### src/design/pcf_pkg.sv
// Shared types, constants and a helper function for the pitch complementary filter.
package pcf_pkg;

  localparam int CalSamplesDefault = 200;
  localparam int CordicSteps = 16;
  localparam logic [31:0] Deg2RadQ32 = 32'd74961321;
  localparam logic signed [19:0] PiQ16 = 20'sd205887;
  localparam logic [15:0] BlendGainReset = 16'd64225;
  localparam logic [15:0] StepTimeReset = 16'd1260;
  localparam int QueueDepth = 2;

  typedef enum logic [0:0] {
    REG_BLEND_GAIN = 1'b0,
    REG_STEP_TIME  = 1'b1
  } reg_index_t;

  // One classified item handed from the front end to the back end.
  typedef struct packed {
    logic               calibrate;
    logic signed [16:0] acc_y;
    logic signed [15:0] acc_x;
    logic signed [15:0] gyro_rate;
    logic signed [15:0] offset;
  } work_t;

  // arctangent table, Q.16 radians
  function automatic logic signed [19:0] atan_q16(input logic [3:0] i);
    logic signed [19:0] r;
    unique case (i)
      4'd0:    r = 20'sd51472;
      4'd1:    r = 20'sd30386;
      4'd2:    r = 20'sd16055;
      4'd3:    r = 20'sd8150;
      4'd4:    r = 20'sd4091;
      4'd5:    r = 20'sd2047;
      4'd6:    r = 20'sd1024;
      4'd7:    r = 20'sd512;
      4'd8:    r = 20'sd256;
      4'd9:    r = 20'sd128;
      4'd10:   r = 20'sd64;
      4'd11:   r = 20'sd32;
      4'd12:   r = 20'sd16;
      4'd13:   r = 20'sd8;
      4'd14:   r = 20'sd4;
      default: r = 20'sd2;
    endcase
    return r;
  endfunction

endpackage

### src/design/pcf_front.sv
// Front end: takes IMU samples, handles calibration, queues filter work.
module pcf_front #(
  parameter int CAL_SAMPLES = pcf_pkg::CalSamplesDefault
) (
  input  logic                  clk,
  input  logic                  rst,
  input  logic                  push,
  output logic                  full,
  input  logic                  calibrate,
  input  logic signed [15:0]    accel_x,
  input  logic signed [15:0]    accel_z,
  input  logic signed [15:0]    gyro_rate,
  output logic                  q_valid,
  output pcf_pkg::work_t        q_item,
  output logic                  q_done,
  input  logic                  q_take
);
  import pcf_pkg::*;

  localparam int CntW = $clog2(CAL_SAMPLES + 1);
  // quotient of sum/CAL_SAMPLES via reciprocal: sum*2+n over 2n
  localparam int RecShift = 40;
  localparam logic [40:0] Recip =
    41'((64'd1 << RecShift) / (2 * CAL_SAMPLES) + 1);

  typedef enum logic [2:0] {
    S_RUN  = 3'b001,
    S_DIV  = 3'b010,
    S_FIX  = 3'b100
  } fstate_t;

  fstate_t state;
  logic signed [23:0] sum;
  logic [CntW-1:0] count;
  logic signed [15:0] x_offset;
  logic signed [15:0] fix_off;
  logic [25:0] mag;
  logic neg;
  logic [66:0] prod;
  logic [25:0] quo;

  // two-entry queue
  work_t q_mem [QueueDepth];
  logic  q_dn  [QueueDepth];
  logic  wptr, rptr;
  logic [1:0] fill;
  logic enq, enq_done;
  work_t enq_item;

  logic accept;
  assign full = (state != S_RUN) || (fill == 2'(QueueDepth));
  assign accept = push && !full;
  assign q_valid = (fill != 2'd0);
  assign q_item = q_mem[rptr];
  assign q_done = q_dn[rptr];

  logic signed [23:0] sum_next;
  logic signed [16:0] diff;
  assign sum_next = sum + 24'(accel_x);
  assign diff = 17'(x_offset) - 17'(accel_x);

  // rounded mean, saturated to 16 bits
  always_comb begin
    if (neg) begin
      fix_off = ($signed({1'b0, quo}) > 27'sd32768) ? -16'sd32768
                : 16'(-$signed({1'b0, quo}));
    end else begin
      fix_off = (quo > 26'd32767) ? 16'sd32767 : 16'(quo);
    end
  end

  always_comb begin
    enq = 1'b0;
    enq_done = 1'b0;
    enq_item = '0;
    enq_item.calibrate = calibrate;
    enq_item.acc_y = diff;
    enq_item.acc_x = accel_z;
    enq_item.gyro_rate = gyro_rate;
    enq_item.offset = x_offset;
    if (accept && !(calibrate && (count == CntW'(CAL_SAMPLES - 1)))) begin
      enq = 1'b1;
    end
    if (state == S_FIX) begin
      enq = 1'b1;
      enq_done = 1'b1;
      enq_item.calibrate = 1'b1;
      enq_item.offset = fix_off;
    end
  end

  always_ff @(posedge clk) begin
    if (rst) begin
      state <= S_RUN;
      sum <= '0;
      count <= '0;
      x_offset <= '0;
      wptr <= 1'b0;
      rptr <= 1'b0;
      fill <= '0;
    end else begin
      unique case (state)
        S_RUN: begin
          if (accept && calibrate) begin
            if (count == CntW'(CAL_SAMPLES - 1)) begin
              mag <= sum_next[23] ? 26'(-sum_next) * 2 + 26'(CAL_SAMPLES)
                                  : 26'(sum_next) * 2 + 26'(CAL_SAMPLES);
              neg <= sum_next[23];
              sum <= '0;
              count <= '0;
              state <= S_DIV;
            end else begin
              sum <= sum_next;
              count <= count + 1'b1;
            end
          end
        end
        S_DIV: begin
          prod <= 67'(mag) * 67'(Recip);
          state <= S_FIX;
        end
        S_FIX: begin
          x_offset <= fix_off;
          state <= S_RUN;
        end
        default: state <= S_RUN;
      endcase
      if (enq) begin
        wptr <= ~wptr;
      end
      if (q_take) begin
        rptr <= ~rptr;
      end
      fill <= fill + {1'b0, enq} - {1'b0, q_take};
    end
  end

  // quotient correction: reciprocal may overshoot by one
  logic [25:0] qraw;
  logic [26:0] chk;
  assign qraw = prod[RecShift +: 26];
  assign chk = 27'(qraw) * 27'(2 * CAL_SAMPLES);
  assign quo = (chk > 27'(mag)) ? qraw - 1'b1 : qraw;

  always_ff @(posedge clk) begin
    if (enq) begin
      q_mem[wptr] <= enq_item;
      q_dn[wptr] <= enq_done;
    end
  end

endmodule

### config.mk
export PLATFORM = sky130hd
export DESIGN_NAME = pcf_front
export DESIGN_NICKNAME = d
export VERILOG_FILES = /design/src/design/pcf_pkg.sv /design/src/design/pcf_front.sv
export SDC_FILE = /design/constraint.sdc
export NUM_CORES = 1
export LEC_CHECK = 0
export BUFFER_PORTS_ARGS = -buffer_cell sky130_fd_sc_hd__buf_2
export CORE_UTILIZATION = 40
export CTS_BUF_LIST = sky130_fd_sc_hd__clkbuf_8
export DETAILED_ROUTE_END_ITERATION = 8
export PLACE_DENSITY = 0.64
export SYNTH_ARGS = -nofsm -noshare
export SYNTH_HDL_FRONTEND = slang
export SYNTH_SLANG_ARGS = --single-unit
export TNS_END_PERCENT = 30
### constraint.sdc
create_clock -name clk -period 16.9 [get_ports clk]
set_clock_uncertainty 0.05 [all_clocks]
set_input_delay 0.845 -clock clk [delete_from_list [all_inputs] [get_ports clk]]
set_output_delay 0.845 -clock clk [all_outputs]
set_load 0.03 [all_outputs]
Yosys cells after proc, flatten, opt, wreduce, memory -nomap -nowiden
Memory sizes are Yosys's and may differ from the RTL's. A register that Yosys moved wholly into a read port is not among the register bits.
Cells that the tools add are included.
- output and inout port bits: 69
- register bits after elaboration: 139
- bits of input ports: 53
- RAM bits: 134
- memories: 2
- word-level logic and storage cells: 71
- memory list (name ; words ; width ; read ports ; clocked after Yosys merged registers in ; wr ports ; RTL line ; text):
    q_mem ; 2 ; 66 ; 1 ; 1 ; 1 ; pcf_front.sv:43 ; work_t q_mem [QueueDepth];
    q_dn ; 2 ; 1 ; 1 ; 1 ; 1 ; pcf_front.sv:44 ; logic q_dn [QueueDepth];
- muxes and demuxes: 21
- multipliers: 2
- magnitude comparators: 3
- bitwise operators: 3
- eq/ne operators: 8
- add/subtract/negate cells: 10
- reduce and logical (&&, ||, !) cells: 12
- operator list (operator ; count):
    $mux 16 ; 4
    $mul 26x31->57 const B ; 1
    $mux 26 ; 2
    $gt 27x26->1 ; 1
    $add 25x9->26 const B ; 1
    $add 26x9->26 const B ; 1
    $gt 26x15->1 const B ; 1
    $gt 26x16->1 const B ; 1
    $neg 24->25 ; 1
    $add 24x16->24 ; 1
    $mux 24 ; 1
    $mul 18x5->23 const B ; 1
    $sub 18x1->19 const B ; 1
    $sub 16x16->17 ; 1
    $neg 16->16 ; 1
    $mux 1 ; 10
    $add 8x1->8 const B ; 1
    $eq 8x8->1 const B ; 1
    $mux 8 ; 1
    $mux 3 ; 2
    $pmux 3 s2 ; 1
    $reduce_and 2->1 ; 3
    $logic_and 1x1->1 ; 4
    $ne 2x2->1 const B ; 2
    other kinds (12) ; 15

Longest topological paths before layout
- depth in word-level cells: 9
- gate-level depth with buffers: 36
- gate-level depth less buffers: 33

Worst setup path after synthesis
No wires, ideal clock.
- kind: register to register
- from: register prod[42]
- to: memory q_mem[0][10] (netlist name) (data pin)
- data required time: 16.565 ns
- path buffers: 2
- arrival time: 6.766 ns
- library setup time: 0.285 ns
- slack: 9.799 ns
- cell stages (with the launch flop): 33
- period minus slack after synthesis: 7.101 ns
- cells stage by stage: edfxtp_1 -> inv_1 -> ha_1 -> ha_1 -> fa_1 -> ha_1 -> a21oi_1 -> o21bai_1 -> a21oi_1 -> o21bai_1 -> a21oi_1 -> o211ai_1 -> a31oi_1 -> o21ai_0 -> nand2_1 -> a21oi_1 -> xor2_1 -> ha_1 -> nand3_1 -> nor4_1 -> nand4_1 -> a32oi_1 -> buf_4 -> buf_2 -> xnor2_1 -> ha_1 -> o21ai_0 -> a211oi_4 -> nor2b_1 -> nand2_1 -> and3_1 -> o21ai_0 -> a31oi_1
- RTL lines (what ; RTL line ; text):
    start: declaration ; pcf_front.sv:39 ; logic [66:0] prod;
    start signal: assignment ; pcf_front.sv:119 ; prod <= 67'(mag) * 67'(Recip);
    end: declaration ; pcf_front.sv:43 ;

==> results.txt <==
The later-pin clock latency in the skew report came out at between 0.5 and 0.6 ns. The leakage power total came out at 13.83 nW. The residual antenna-violating net count after detailed routing is 0. Setup repair after global routing left no endpoint under its margin. The final-report setup violation count came out at 0. The port buffer count came out at 121.

The max-slew violation total from the final report came out at 0. The number of sinks on the clock net is ~230. Among all cell types in the netlist, the one instantiated most often is inv_1. The first-pass GRT wire length is 107.8 mm.

The smallest setup slack after layout came out at 7.751 ns. Among all stages on the critical path, the largest delay is contributed by nor4_1. The cell sitting at the root of the clock tree is a clkbuf_8. The synthesized design contains ~180 enable-type register cells. The routed wirelength normalized by instance count came out at roughly 19 um. After technology mapping, the gate count stands at between 2,000 and 3,000. The smallest hold slack is between 0.4 and 0.5 ns. Across all layers, the routed design uses 19,080 vias. In the synthesized netlist the async set-or-reset flop fraction comes to 0%. VDD sags by at most between 50 and 60 uV.

The total CTS buffers came out at 40. The average instance area after synthesis came out at around 10 um2. The mapped netlist covers between 0.02 and 0.03 mm2. The worst relative slew slack is between 20% and 30%. For this configuration, the core starts out at a cell density of roughly 40%. The fraction of the cycle the final worst path needs is a little over half. The number of hold violations in the final report came out at 0. Summing all multi-input logic gate instances after layout gives 0.01833 mm2. The run finished with clean final reports.

The largest net degree at the start of global routing is 54. The overall overflow remaining after global route came out at 0. The max-cap violation count came out at 0. The top-level I/O count is about 120.

The post-placement setup slack is around 7.9 ns. The number of global-route vias before repair is roughly 20,000. The width of the die is 261.4 um. The final net count is about 3,500. In this run the core area contains 94 standard-cell rows. The total power consumption of the routed design is between 1.5 and 2 mW. The global-route usage over all layers came out at 20.34%. In this run the worst path has a maximum fanout of 12. The total length of routed wires is 69.14 mm.

The data arrival time of the worst path came out at around 9.4 ns. The detailed router's first-iteration violation count came out at about 1,000. The worst setup path is captured at a flop. The distinct cell type count after synthesis came out at 97. The core region is between 0.06 and 0.07 mm2. The min-delay analysis places its worst path in the category input port to flop. The number of buffers on the longest clock path is 3. The placer congestion estimate came out at between 0.9 and 1. The quantity of gates resized following cts is 0.

The die height is approximately 260 um. For this run, the leading register cell type out of synthesis is edfxtp_1. Ranked by total cell area, the synthesized netlist is headed by fa_1 (21%), edfxtp_1 (20%), ha_1 (20%).

The initial antenna violation count is 4. The area of the die came out at slightly below 0.07 mm2. The clock period minus final worst setup slack came out at 9.149 ns. The register area share after synthesis came out at about a quarter. In the synthesized netlist, the cells that appear most often are inv_1 (510), ha_1 (423), fa_1 (282), edfxtp_1 (178), nor2_1 (140). The measured slew at the worst slew-check pin came out at 1.050 ns. The number of setup buffers added after CTS is 0. Using the TritonRoute via totals, the vias-per-cell ratio works out to between 5 and 6.

STA classifies the critical path startpoint as a flop. The worst setup path is of the flop to flop kind. The number of filler cells placed in the layout came out at a little over 6,000. The final total negative setup slack came out at 0 ns.

The number of search-and-repair iterations in the first detailed-routing pass came out at 5. The total of warnings raised by yosys came out at 0. The DRC violation count after routing came out at 0. The total area of sequential cells is about 0.0065 mm2. The cts-stage hold buffer count is 0. The largest incremental delay on the critical path came out at between 0.6 and 0.7 ns. The area growth from synthesis to layout is 9.230%. Static timing analysis puts the maximum clock frequency at 109.3 MHz. For this design the ratio of total power to cell area is 59.16 mW/mm2. Synthesis inferred 234 register bits. The most area-hungry cell type in the Yosys netlist is fa_1. The number of nets produced by synthesis came out at between 3,000 and 4,000. TritonCTS built the clock tree. The number of non-filler instances in the completed layout is 3,631. The cell total after placement came out at 3,555. Cells with a size suffix above 1 make up 11.50% of the layout. The clock edge transition at the registers on the reported setup and hold paths is roughly 0.070 ns. Detailed placement ended at an HPWL of approximately 58 mm. The number of levels the H-tree was split into came out at 2. The top-area cell type share of the netlist area came out at between 20% and 30%.

For the worst setup path, the data required time is 17.13 ns. In this design, the critical path's most frequently occurring cell is ha_1.
==> final timing paths <==
kind | from | endpoint | slack (ns) | cells after the start
min reg2reg | sum[0]$_SDFFE_PP0P_ | sum[0]$_SDFFE_PP0P_ | 0.42 | 2
min | gyro_rate[4] | q_mem[0][20]$_DFFE_PP_ | 0.41 | 1
max reg2reg | prod[42]$_DFFE_PP_ | q_mem[1][12]$_DFFE_PP_ | 7.75 | 31
max | prod[42]$_DFFE_PP_ | q_mem[1][12]$_DFFE_PP_ | 7.75 | 31
==> worst max-delay path, delay by kind of cell (launching register included) <==
family                     cells  cell delay, ns
AOI/OAI and AO/OA             15            3.74
adders and majority gates      6            2.08
and+or+nand+nor                7            1.59
DFF                            1            0.56
muxes                          1            0.43
buffers and inverters          1            0.23
xor gates and xnor gates       1            0.18
==> sequential cells by signal (all words and copies together) (netlist names), named ones only <==
signal,cells
count,8
fill,2
mag,25
neg,1
prod,18
q_dn,2
q_mem,132
rptr,1
state,3
sum,24
wptr,1
x_offset,16
==> per-layer routing <==
metal / global-route usage [%] / vias up / wire, um
met3: 5.991 / 78 / 5197
met4: 4.667 / 2 / 1355
met5: 0 / - / 13
met2: 32.61 / 467 / 32250
li1: - / 9141 / -
met1: 26.98 / 9395 / 30320
==> power by group <==
part | switching (mW) | total [mW] | internal [mW]
sequential | 0.0159 | 0.705 | 0.689
combinational | 0.301 | 0.464 | 0.163
clock | 0.247 | 0.569 | 0.322
total | 0.564 | 1.74 | 1.17
==> kinds of logic after synthesis <==
group	synth area share, %
adder cells (fa/ha/maj)	40.65
buffers and inverters	7.942
AND/OR/NAND/NOR	9.054
AO/OA/AOI/OAI	10.97
flip-flops	24.03
XOR/XNOR	4.027
multiplexers	3.311
other	0.01394
==> layout make-up <==
type                            instances  share of cell area, %
Multi-Input combinational cell       1810                  62.36
Sequential cell                       234                  22.01
Inverter                              512                  6.539
Tap cell                              864                  3.678
Timing Repair Buffer                  135                  2.418
Clock buffer                           41                  1.920
Clock inverter                         33                  1.064
Antenna cell                            2                0.01703
==> stage by stage <==
stage / util [%] / area, um2
after detailed placement: 43.05 / 28510
after floorplan: - / 26910
after CTS: 44.38 / 29390
after global routing: 44.38 / 29390
final: 44.39 / 29390
after global placement: 43.05 / 28510
==> cells in the final DEF, fill, tap and decap left out, types with 22 or more instances in the layout <==
master    instances
nand3_1          39
ha_1            423
xnor2_1          80
dfxtp_1          55
xor2_1           40
buf_2           121
fa_1            282
nand2_1          91
nor3_1           40
edfxtp_1        178
o21a_1           22
o21ai_0          68
mux2_2           72
inv_1           522
a21o_1           31
a21oi_1         108
nor2b_1          28
clkbuf_8         41
nor2_1          138
nand4_1          26
Power figures use the tool's default switching activity.
