--- src/design/pcf_pkg.sv ---
// Shared types, constants and a helper function for the pitch complementary filter.
package pcf_pkg;

  localparam int CalSamplesDefault = 200;
  localparam int CordicSteps = 16;
  localparam logic [31:0] Deg2RadQ32 = 32'd74961321;
  localparam logic signed [19:0] PiQ16 = 20'sd205887;
  localparam logic [15:0] BlendGainReset = 16'd64225;
  localparam logic [15:0] StepTimeReset = 16'd1260;
  localparam int QueueDepth = 2;

  typedef enum logic [0:0] {
    REG_BLEND_GAIN = 1'b0,
    REG_STEP_TIME  = 1'b1
  } reg_index_t;

  // One classified item handed from the front end to the back end.
  typedef struct packed {
    logic               calibrate;
    logic signed [16:0] acc_y;
    logic signed [15:0] acc_x;
    logic signed [15:0] gyro_rate;
    logic signed [15:0] offset;
  } work_t;

  // arctangent table, Q.16 radians
  function automatic logic signed [19:0] atan_q16(input logic [3:0] i);
    logic signed [19:0] r;
    unique case (i)
      4'd0:    r = 20'sd51472;
      4'd1:    r = 20'sd30386;
      4'd2:    r = 20'sd16055;
      4'd3:    r = 20'sd8150;
      4'd4:    r = 20'sd4091;
      4'd5:    r = 20'sd2047;
      4'd6:    r = 20'sd1024;
      4'd7:    r = 20'sd512;
      4'd8:    r = 20'sd256;
      4'd9:    r = 20'sd128;
      4'd10:   r = 20'sd64;
      4'd11:   r = 20'sd32;
      4'd12:   r = 20'sd16;
      4'd13:   r = 20'sd8;
      4'd14:   r = 20'sd4;
      default: r = 20'sd2;
    endcase
    return r;
  endfunction

endpackage

--- src/design/pcf_back.sv ---
// Back end: gyro integration, CORDIC atan2, blend and result register.
module pcf_back (
  input  logic                clk,
  input  logic                rst,
  input  logic                q_valid,
  input  pcf_pkg::work_t      q_item,
  input  logic                q_done,
  output logic                q_take,
  input  logic [15:0]         blend_gain,
  input  logic [15:0]         step_time,
  output logic                empty,
  input  logic                pop,
  output logic signed [15:0]  pitch,
  output logic signed [15:0]  accel_offset,
  output logic                calibration_done
);
  import pcf_pkg::*;

  typedef enum logic [5:0] {
    B_IDLE  = 6'b000001,
    B_MUL1  = 6'b000010,
    B_CORD  = 6'b000100,
    B_MUL2  = 6'b001000,
    B_BLEND = 6'b010000,
    B_OUT   = 6'b100000
  } bstate_t;

  bstate_t state;
  work_t item;
  logic done;
  logic signed [31:0] gprod;
  logic signed [63:0] dprod;
  logic signed [26:0] cx, cy;
  logic signed [19:0] cz;
  logic [3:0] step;
  logic signed [15:0] pest;
  logic signed [48:0] mix_a, mix_b;
  logic out_full;
  logic out_load;

  assign q_take = (state == B_IDLE) && q_valid;
  assign empty = !out_full;
  assign out_load = (state == B_OUT) && (!out_full || pop);

  logic signed [26:0] dx, dy;
  assign dx = cy >>> step;
  assign dy = cx >>> step;

  logic signed [32:0] delta;
  logic [63:0] dmag;
  logic signed [32:0] est;
  logic signed [17:0] acc;
  logic [20:0] zmag;
  logic signed [49:0] mix;
  logic [49:0] mmag;
  logic signed [34:0] blended;

  always_comb begin
    dmag = dprod[63] ? 64'(-dprod) : 64'(dprod);
    delta = dprod[63] ? -$signed({1'b0, 32'((dmag + (64'd1 << 40)) >> 41)})
                      : $signed({1'b0, 32'((dmag + (64'd1 << 40)) >> 41)});
    est = 33'(pest) + delta;
    zmag = cz[19] ? 21'(-cz) : 21'(cz);
    acc = cz[19] ? -$signed({1'b0, 17'((zmag + 21'd4) >> 3)})
                 : $signed({1'b0, 17'((zmag + 21'd4) >> 3)});
    mix = 50'(mix_a) + 50'(mix_b);
    mmag = mix[49] ? 50'(-mix) : 50'(mix);
    blended = mix[49] ? -$signed({1'b0, 34'((mmag + 50'd32768) >> 16)})
                      : $signed({1'b0, 34'((mmag + 50'd32768) >> 16)});
  end

  logic zero_in;
  assign zero_in = (q_item.acc_y == 17'sd0) && (q_item.acc_x == 16'sd0);

  always_ff @(posedge clk) begin
    if (rst) begin
      state <= B_IDLE;
      out_full <= 1'b0;
      pest <= '0;
    end else begin
      if (out_load) begin
        out_full <= 1'b1;
      end else if (pop && out_full) begin
        out_full <= 1'b0;
      end
      unique case (state)
        B_IDLE: begin
          if (q_valid) begin
            item <= q_item;
            done <= q_done;
            if (q_item.calibrate) begin
              state <= B_OUT;
            end else begin
              gprod <= 32'(q_item.gyro_rate) * $signed({1'b0, step_time});
              step <= '0;
              if (zero_in) begin
                cx <= '0;
                cy <= '0;
                cz <= '0;
                state <= B_MUL1;
              end else if (q_item.acc_x < 0) begin
                cx <= -(27'(q_item.acc_x) <<< 8);
                cy <= -(27'(q_item.acc_y) <<< 8);
                cz <= (q_item.acc_y >= 0) ? PiQ16 : -PiQ16;
                state <= B_MUL1;
              end else begin
                cx <= 27'(q_item.acc_x) <<< 8;
                cy <= 27'(q_item.acc_y) <<< 8;
                cz <= '0;
                state <= B_MUL1;
              end
            end
          end
        end
        B_MUL1: begin
          dprod <= 64'(gprod) * $signed({1'b0, Deg2RadQ32});
          state <= (item.acc_y == 17'sd0 && item.acc_x == 16'sd0) ? B_MUL2 : B_CORD;
        end
        B_CORD: begin
          if (cy >= 0) begin
            cx <= cx + dx;
            cy <= cy - dy;
            cz <= cz + atan_q16(step);
          end else begin
            cx <= cx - dx;
            cy <= cy + dy;
            cz <= cz - atan_q16(step);
          end
          step <= step + 1'b1;
          if (step == 4'(CordicSteps - 1)) begin
            state <= B_MUL2;
          end
        end
        B_MUL2: begin
          mix_a <= 49'(est) * $signed({1'b0, blend_gain});
          mix_b <= 49'(acc) * $signed(18'(18'd65536 - {2'b0, blend_gain}));
          state <= B_BLEND;
        end
        B_BLEND: begin
          pest <= (blended > 35'sd32767) ? 16'sd32767
                : (blended < -35'sd32768) ? -16'sd32768 : 16'(blended);
          state <= B_OUT;
        end
        B_OUT: begin
          if (out_load) begin
            pitch <= pest;
            accel_offset <= item.offset;
            calibration_done <= done;
            state <= B_IDLE;
          end
        end
        default: state <= B_IDLE;
      endcase
    end
  end

endmodule

--- config.mk ---
export PLATFORM = sky130hd
export DESIGN_NAME = pcf_back
export DESIGN_NICKNAME = d
export VERILOG_FILES = /design/src/design/pcf_pkg.sv /design/src/design/pcf_back.sv
export SDC_FILE = /design/constraint.sdc
export NUM_CORES = 2
export LEC_CHECK = 0
export BUFFER_PORTS_ARGS = -buffer_cell sky130_fd_sc_hd__clkbuf_2
export CAP_MARGIN = 15
export CORE_AREA = 2 2 398 400
export CTS_BUF_LIST = sky130_fd_sc_hd__clkbuf_4 sky130_fd_sc_hd__clkbuf_8
export CTS_CLUSTER_DIAMETER = 50
export DETAILED_ROUTE_END_ITERATION = 12
export DIE_AREA = 0 0 400 402
export HOLD_SLACK_MARGIN = 0.1
export PLACE_DENSITY = 0.82
export SYNTH_ARGS = -nofsm -noshare
export SYNTH_HDL_FRONTEND = slang
export SYNTH_SLANG_ARGS = --single-unit
--- constraint.sdc ---
create_clock -name clk -period 21 [get_ports clk]
set_clock_uncertainty 0.15 [all_clocks]
set_input_delay 4.2 -clock clk [delete_from_list [all_inputs] [get_ports clk]]
set_output_delay 4.2 -clock clk [all_outputs]
set_load 0.01 [all_outputs]
# After elaboration in Yosys (flattened, before gate mapping)
# Memory sizes are Yosys's and may differ from the RTL's. A register that Yosys moved wholly into a read port is not among the register bits.
# Cells that the tools add are included.
# word_totals
reg_bits	365
mem_bits_ro	512
input_bits	103
out_inout_bits	35
word_cells	131
mem_count	2
# op_classes
addsub	21
n_mul	4
order_cmp	5
eq_ne	11
shift	2
mux	46
bitwise	2
reduce_logical	20
# mem_list
name	words	width	read_ports	rd_ports_with_merged_regs	write_ports	line_no	rtl
(name not given)	16	16	1	1	0	pcf_pkg.sv:29	unique case (i)
(name not given)	16	16	1	1	0	pcf_pkg.sv:29	
# op_table
cell	count
$mux 27	10
$mux 20	13
$pmux 27 s2	2
$add 64x41->64 const B	1
$mux 64	1
$neg 64->64	1
$mul 32x28->60 const B	1
$add 27x27->27	2
$sshr 27x4->27	2
$sub 27x27->27	2
$add 49x36->50	1
$add 50x16->50 const B	1
$mux 50	1
$neg 50->50	1
$mul 33x17->49	1
$pmux 20 s2	1
$mul 18x18->36	1
$pmux 6 s6	1
$gt 35x16->1 const B	1
$lt 35x16->1 const B	1
$mux 35	1
$neg 34->35	1
$logic_not 17->1	2
$add 16x33->33	1
38 further kinds	61

# Depth between registers and ports, before layout
# logic_depth
depth_word	9
depth_mapped	62
mapped_depth_nobuf	59

# Least setup slack after synthesis
# No wires, ideal clock.
# synth_path
kind	reg2reg
start	reg dprod[62]
end	reg mix_a[48] (data pin)
setup_ps	260
t_arrival_ps	13600
required_ps	20590
setup_slack_ps	6991
path_stages_with_launch	61
path_buffers	9
period_less_slack_ps	14009
cell_sequence	edfxtp_1 clkbuf_1 buf_1 buf_1 clkbuf_1 buf_1 buf_1 nand2_1 xnor2_1 ha_1 inv_1 maj3_1 a22oi_1 xnor2_1 or3b_2 nand2_1 xnor2_1 ha_1 (+25 left out) xnor2_1 fa_1 fa_1 inv_1 fa_1 inv_1 ha_1 clkbuf_1 a21o_1 a21o_1 a21oi_1 nor2b_1 o21ai_0 nand2b_1 o21ai_0 nand2b_1 a21oi_1 xnor2_1
# synth_between
elab_chain_len	7
# synth_rtl
element	line_no	rtl
from (decl)	pcf_back.sv:32	logic signed [63:0] dprod;
from (signal assigned)	pcf_back.sv:116	dprod <= 64'(gprod) * $signed({1'b0, Deg2RadQ32});
$neg 64->64	pcf_back.sv:59	dmag = dprod[63] ? 64'(-dprod) : 64'(dprod);
$mux 64 *	pcf_back.sv:59	
$add 64x41->64 *	pcf_back.sv:60, pcf_back.sv:61	
$neg 23->33	pcf_back.sv:60	delta = dprod[63] ? -$signed({1'b0, 32'((dmag + (64'd1 << 40)) >> 41)})
$mux 33 *	pcf_back.sv:60	
$add 16x33->33 *	pcf_back.sv:62	est = 33'(pest) + delta;
$mul 33x17->49 *	pcf_back.sv:135	mix_a <= 49'(est) * $signed({1'b0, blend_gain});
to (signal assigned)	pcf_back.sv:135	
to (decl)	pcf_back.sv:37	logic signed [48:0] mix_a, mix_b;
# Every way passes the cells marked *; elsewhere a longest branch is shown, timed or not.
# A chain may end at the register's enable or synchronous reset.

# Worst setup path in the final report
# layout_path
start	reg dprod[22]
end	reg mix_a[48] (data pin)
# The elaborated chain is that of the path after synthesis.

==> results by group <==
Outcome
  – Run status: completed

Run
  – MaxCap Viol Count: 0

Worst setup path
  – CP max stage delay: 0.76 ns
  – Slowest-stage cell, CP: fa_1
  – Worst setup EP type: flip-flop
  – Critical Path RT: 21.31 ns
  – Register-to-register setup slack: 6.45 ns
  – CP Max Fanout: 22
  – WS Path Type: flip-flop to flip-flop
  – Worst reg2reg path endpoint: mix_a[48]
  – Setup crit start: dprod[22]
  – Crit path DAT: 14.86 ns
  – CP startpoint kind: flip-flop
  – Worst Setup EP: mix_a[48]
  – Worst R2R Start: dprod[22]
  – Cells on worst reg2reg path: 57

GRT
  – All-Layer GR Usage: 0.285
  – First-pass GRT wire length: 365000 um
  – GRT Residual Overflow: 0
  – Largest net degree at the start of global routing: 84
  – Vias in the first global route: 69800
  – Initial antenna violation count: 12

Final layout
  – Layout cells sized above 1: 0.0549
  – Fin area: 90100 um^2
  – Area Growth Syn to Fin: 5.47%
  – Layout Nets: 11800
  – Fillers: 13300
  – Final std cells w/o fill: 11600

Drt
  – Vias per cell: 5.75
  – Wire per inst: 19.4 um
  – DR pass1 iterations: 6
  – DR vias: 66900
  – Number of remaining DRC errors: 0
  – Final WL: 225000 um
  – DRT iter0 DRCs: 4844
  – Final ANT Viol Nets: 0

Timing
  – Final Hold Vio Count: 0
  – Fin crit period: 14.55 ns
  – Slew headroom: 0.209
  – Slew Limit Fails: 0
  – Fmax: 68.7 MHz
  – RSZ-0062 raised after global routing: false
  – Final Cycle Share: 0.693
  – Slew @ Worst Pin: 1.18 ns
  – Final setup violation count: 0
  – Setup TNS: 0 ns

Clocking
  – Max H-tree Level: 3
  – Clock Root Buffer: clkbuf_8
  – Hold_buf cts: 0
  – CTS Buffer Depth: 3
  – Clock slew at reported path FFs: 0.06 ns
  – # resized after CTS: 0
  – Sink Count: 377
  – Later-pin clock latency in the skew report: 0.78 ns
  – Setup Buffers After CTS: 0
  – CTS tree: yes
  – TritonCTS buffer count: 76

Synth
  – Ys flop type: edfxtp_1
  – Post-Syn Area: 85400 um^2
  – Yosys warning count: 0
  – Syn nets: 11800
  – Number of enable flip-flop cells after synthesis: 338
  – Seq/Total Area, Yosys: 0.128
  – Post-Syn Instances: 9482
  – Mapped Avg Cell Area: 9.01 um^2
  – Synth Register Bits: 377
  – Post-synth ARST share: 0
  – Synth cell types: 115

Placement
  – Routability Congestion: 1.00
  – Area after DPL: 88400 um^2
  – Hpwl dp: 183000 um
  – Number of port buffers: 137
  – Cells after DPL: 11500

Die
  – Initial core utilization: 0.544
  – Die Span Y: 402 um
  – Core footprint: 157000 um^2
  – FP Rows: 146
  – Die width: 400 um
  – Die Area: 161000 um^2
  – Top Ports: 138

Worst hold path
  – Min-Delay Path Class: flip-flop to flip-flop
-- worst max-delay path, delay by kind of cell, from the launching register on --
family / cells / cell delay (ns)
compound gates: 23 / 5.27
buf+inv: 6 / 0.77
simple gates: 12 / 1.93
fa+ha+maj: 9 / 4.18
flops: 1 / 0.37
xor+xnor: 7 / 1.53
-- per-layer routing --
layer / global-route usage / wire [um]
met1: 0.371 / 88800
met2: 0.473 / 108000
met3: 0.0475 / 18700
met4: 0.114 / 9980
met5: 0 / 13
-- cells in the mapped netlist, types with 85 or more instances --
cell type     n  area share
a21oi_1     323       0.019
fa_1       1402        0.33
xnor2_1     432       0.044
and2_1      345       0.025
nor3_1      136      0.0080
edfxtp_1    338        0.12
nand2_1    1057       0.046
nand3_1     131      0.0077
nor2b_1      99      0.0073
inv_1      1922       0.084
nor2_1      463       0.020
xor2_1      158       0.016
clkbuf_1    284       0.012
ha_1        798        0.12
nand2b_1     85      0.0062
o21ai_0     285       0.017
-- how the worst min path moves through the flow --
stage	from	endpoint	slack (ns)	cells after the start
2_1_floorplan	item[0]	accel_offset[0]	0.25	0
3_3_place_gp	item[1]	accel_offset[1]	0.25	0
3_5_place_dp	item[11]	accel_offset[11]	0.25	0
4_1_cts	item[11]	accel_offset[11]	0.27	0
5_1_grt	done	calibration_done	0.28	0
6_report	item[11]	accel_offset[11]	0.27	0
-- kinds of logic (layout without fill, tap and decap cells) --
family | count (synthesis) | after routing | share of synthesized area
buffers and inverters | 2246 | 2310 | 0.0990
xor gates and xnor gates | 595 | 595 | 0.0615
and+or+nand+nor | 2659 | 2659 | 0.149
muxes | 120 | 120 | 0.0168
AOI/OAI and AO/OA | 1279 | 1279 | 0.0992
adders and majority gates | 2206 | 2206 | 0.446
other | 0 | 8 | 0
DFF | 377 | 377 | 0.128
-- sequential cells by signal (all words and copies together), names as in the netlist, named ones only --
register / flops
pitch: 16
dprod: 60
mix_b: 36
step: 4
mix_a: 49
state: 6
accel_offset: 16
pest: 16
item: 49
gprod: 32
calibration_done: 1
cx: 27
out_full: 1
cy: 27
cz: 20
done: 1
-- cell type report --
class                      instances  area, um^2  share of cell area
multi-input combinational       6859       66200               0.734
clock buffer                      94        1210              0.0135
clock inverter                    42         428             0.00475
antenna                            8        20.0            0.000222
timing repair buffer             250        1530              0.0170
sequential                       377       10900               0.121
tap                             2072        2590              0.0288
inverter                        1924        7220              0.0802
-- layout by cell type (no fill, tap or decap), types with 131 or more instances in the layout --
cell	instances
inv_1	1921
fa_1	1402
nand2_1	1056
ha_1	798
nor2_1	459
xnor2_1	426
and2_1	345
edfxtp_1	338
a21oi_1	323
o21ai_0	284
xor2_1	155
clkbuf_2	137
nor3_1	134
nand3_1	131
-- metrics by stage --
| stage | utilization | worst slack (ns) | hold WS, ns |
|---|---|---|---|
| floorplan | - | 6.99 | 0.250 |
| global placement | 0.563 | 6.79 | 0.251 |
| detailed placement | 0.563 | 6.57 | 0.255 |
| CTS | 0.573 | 6.44 | 0.268 |
| global route | 0.573 | 5.14 | 0.279 |
| finish | 0.573 | 6.45 | 0.266 |
Power is left out: the tool's default activity adds up to more than one toggle a clock period on the data nets, which glitch-free logic cannot reach.
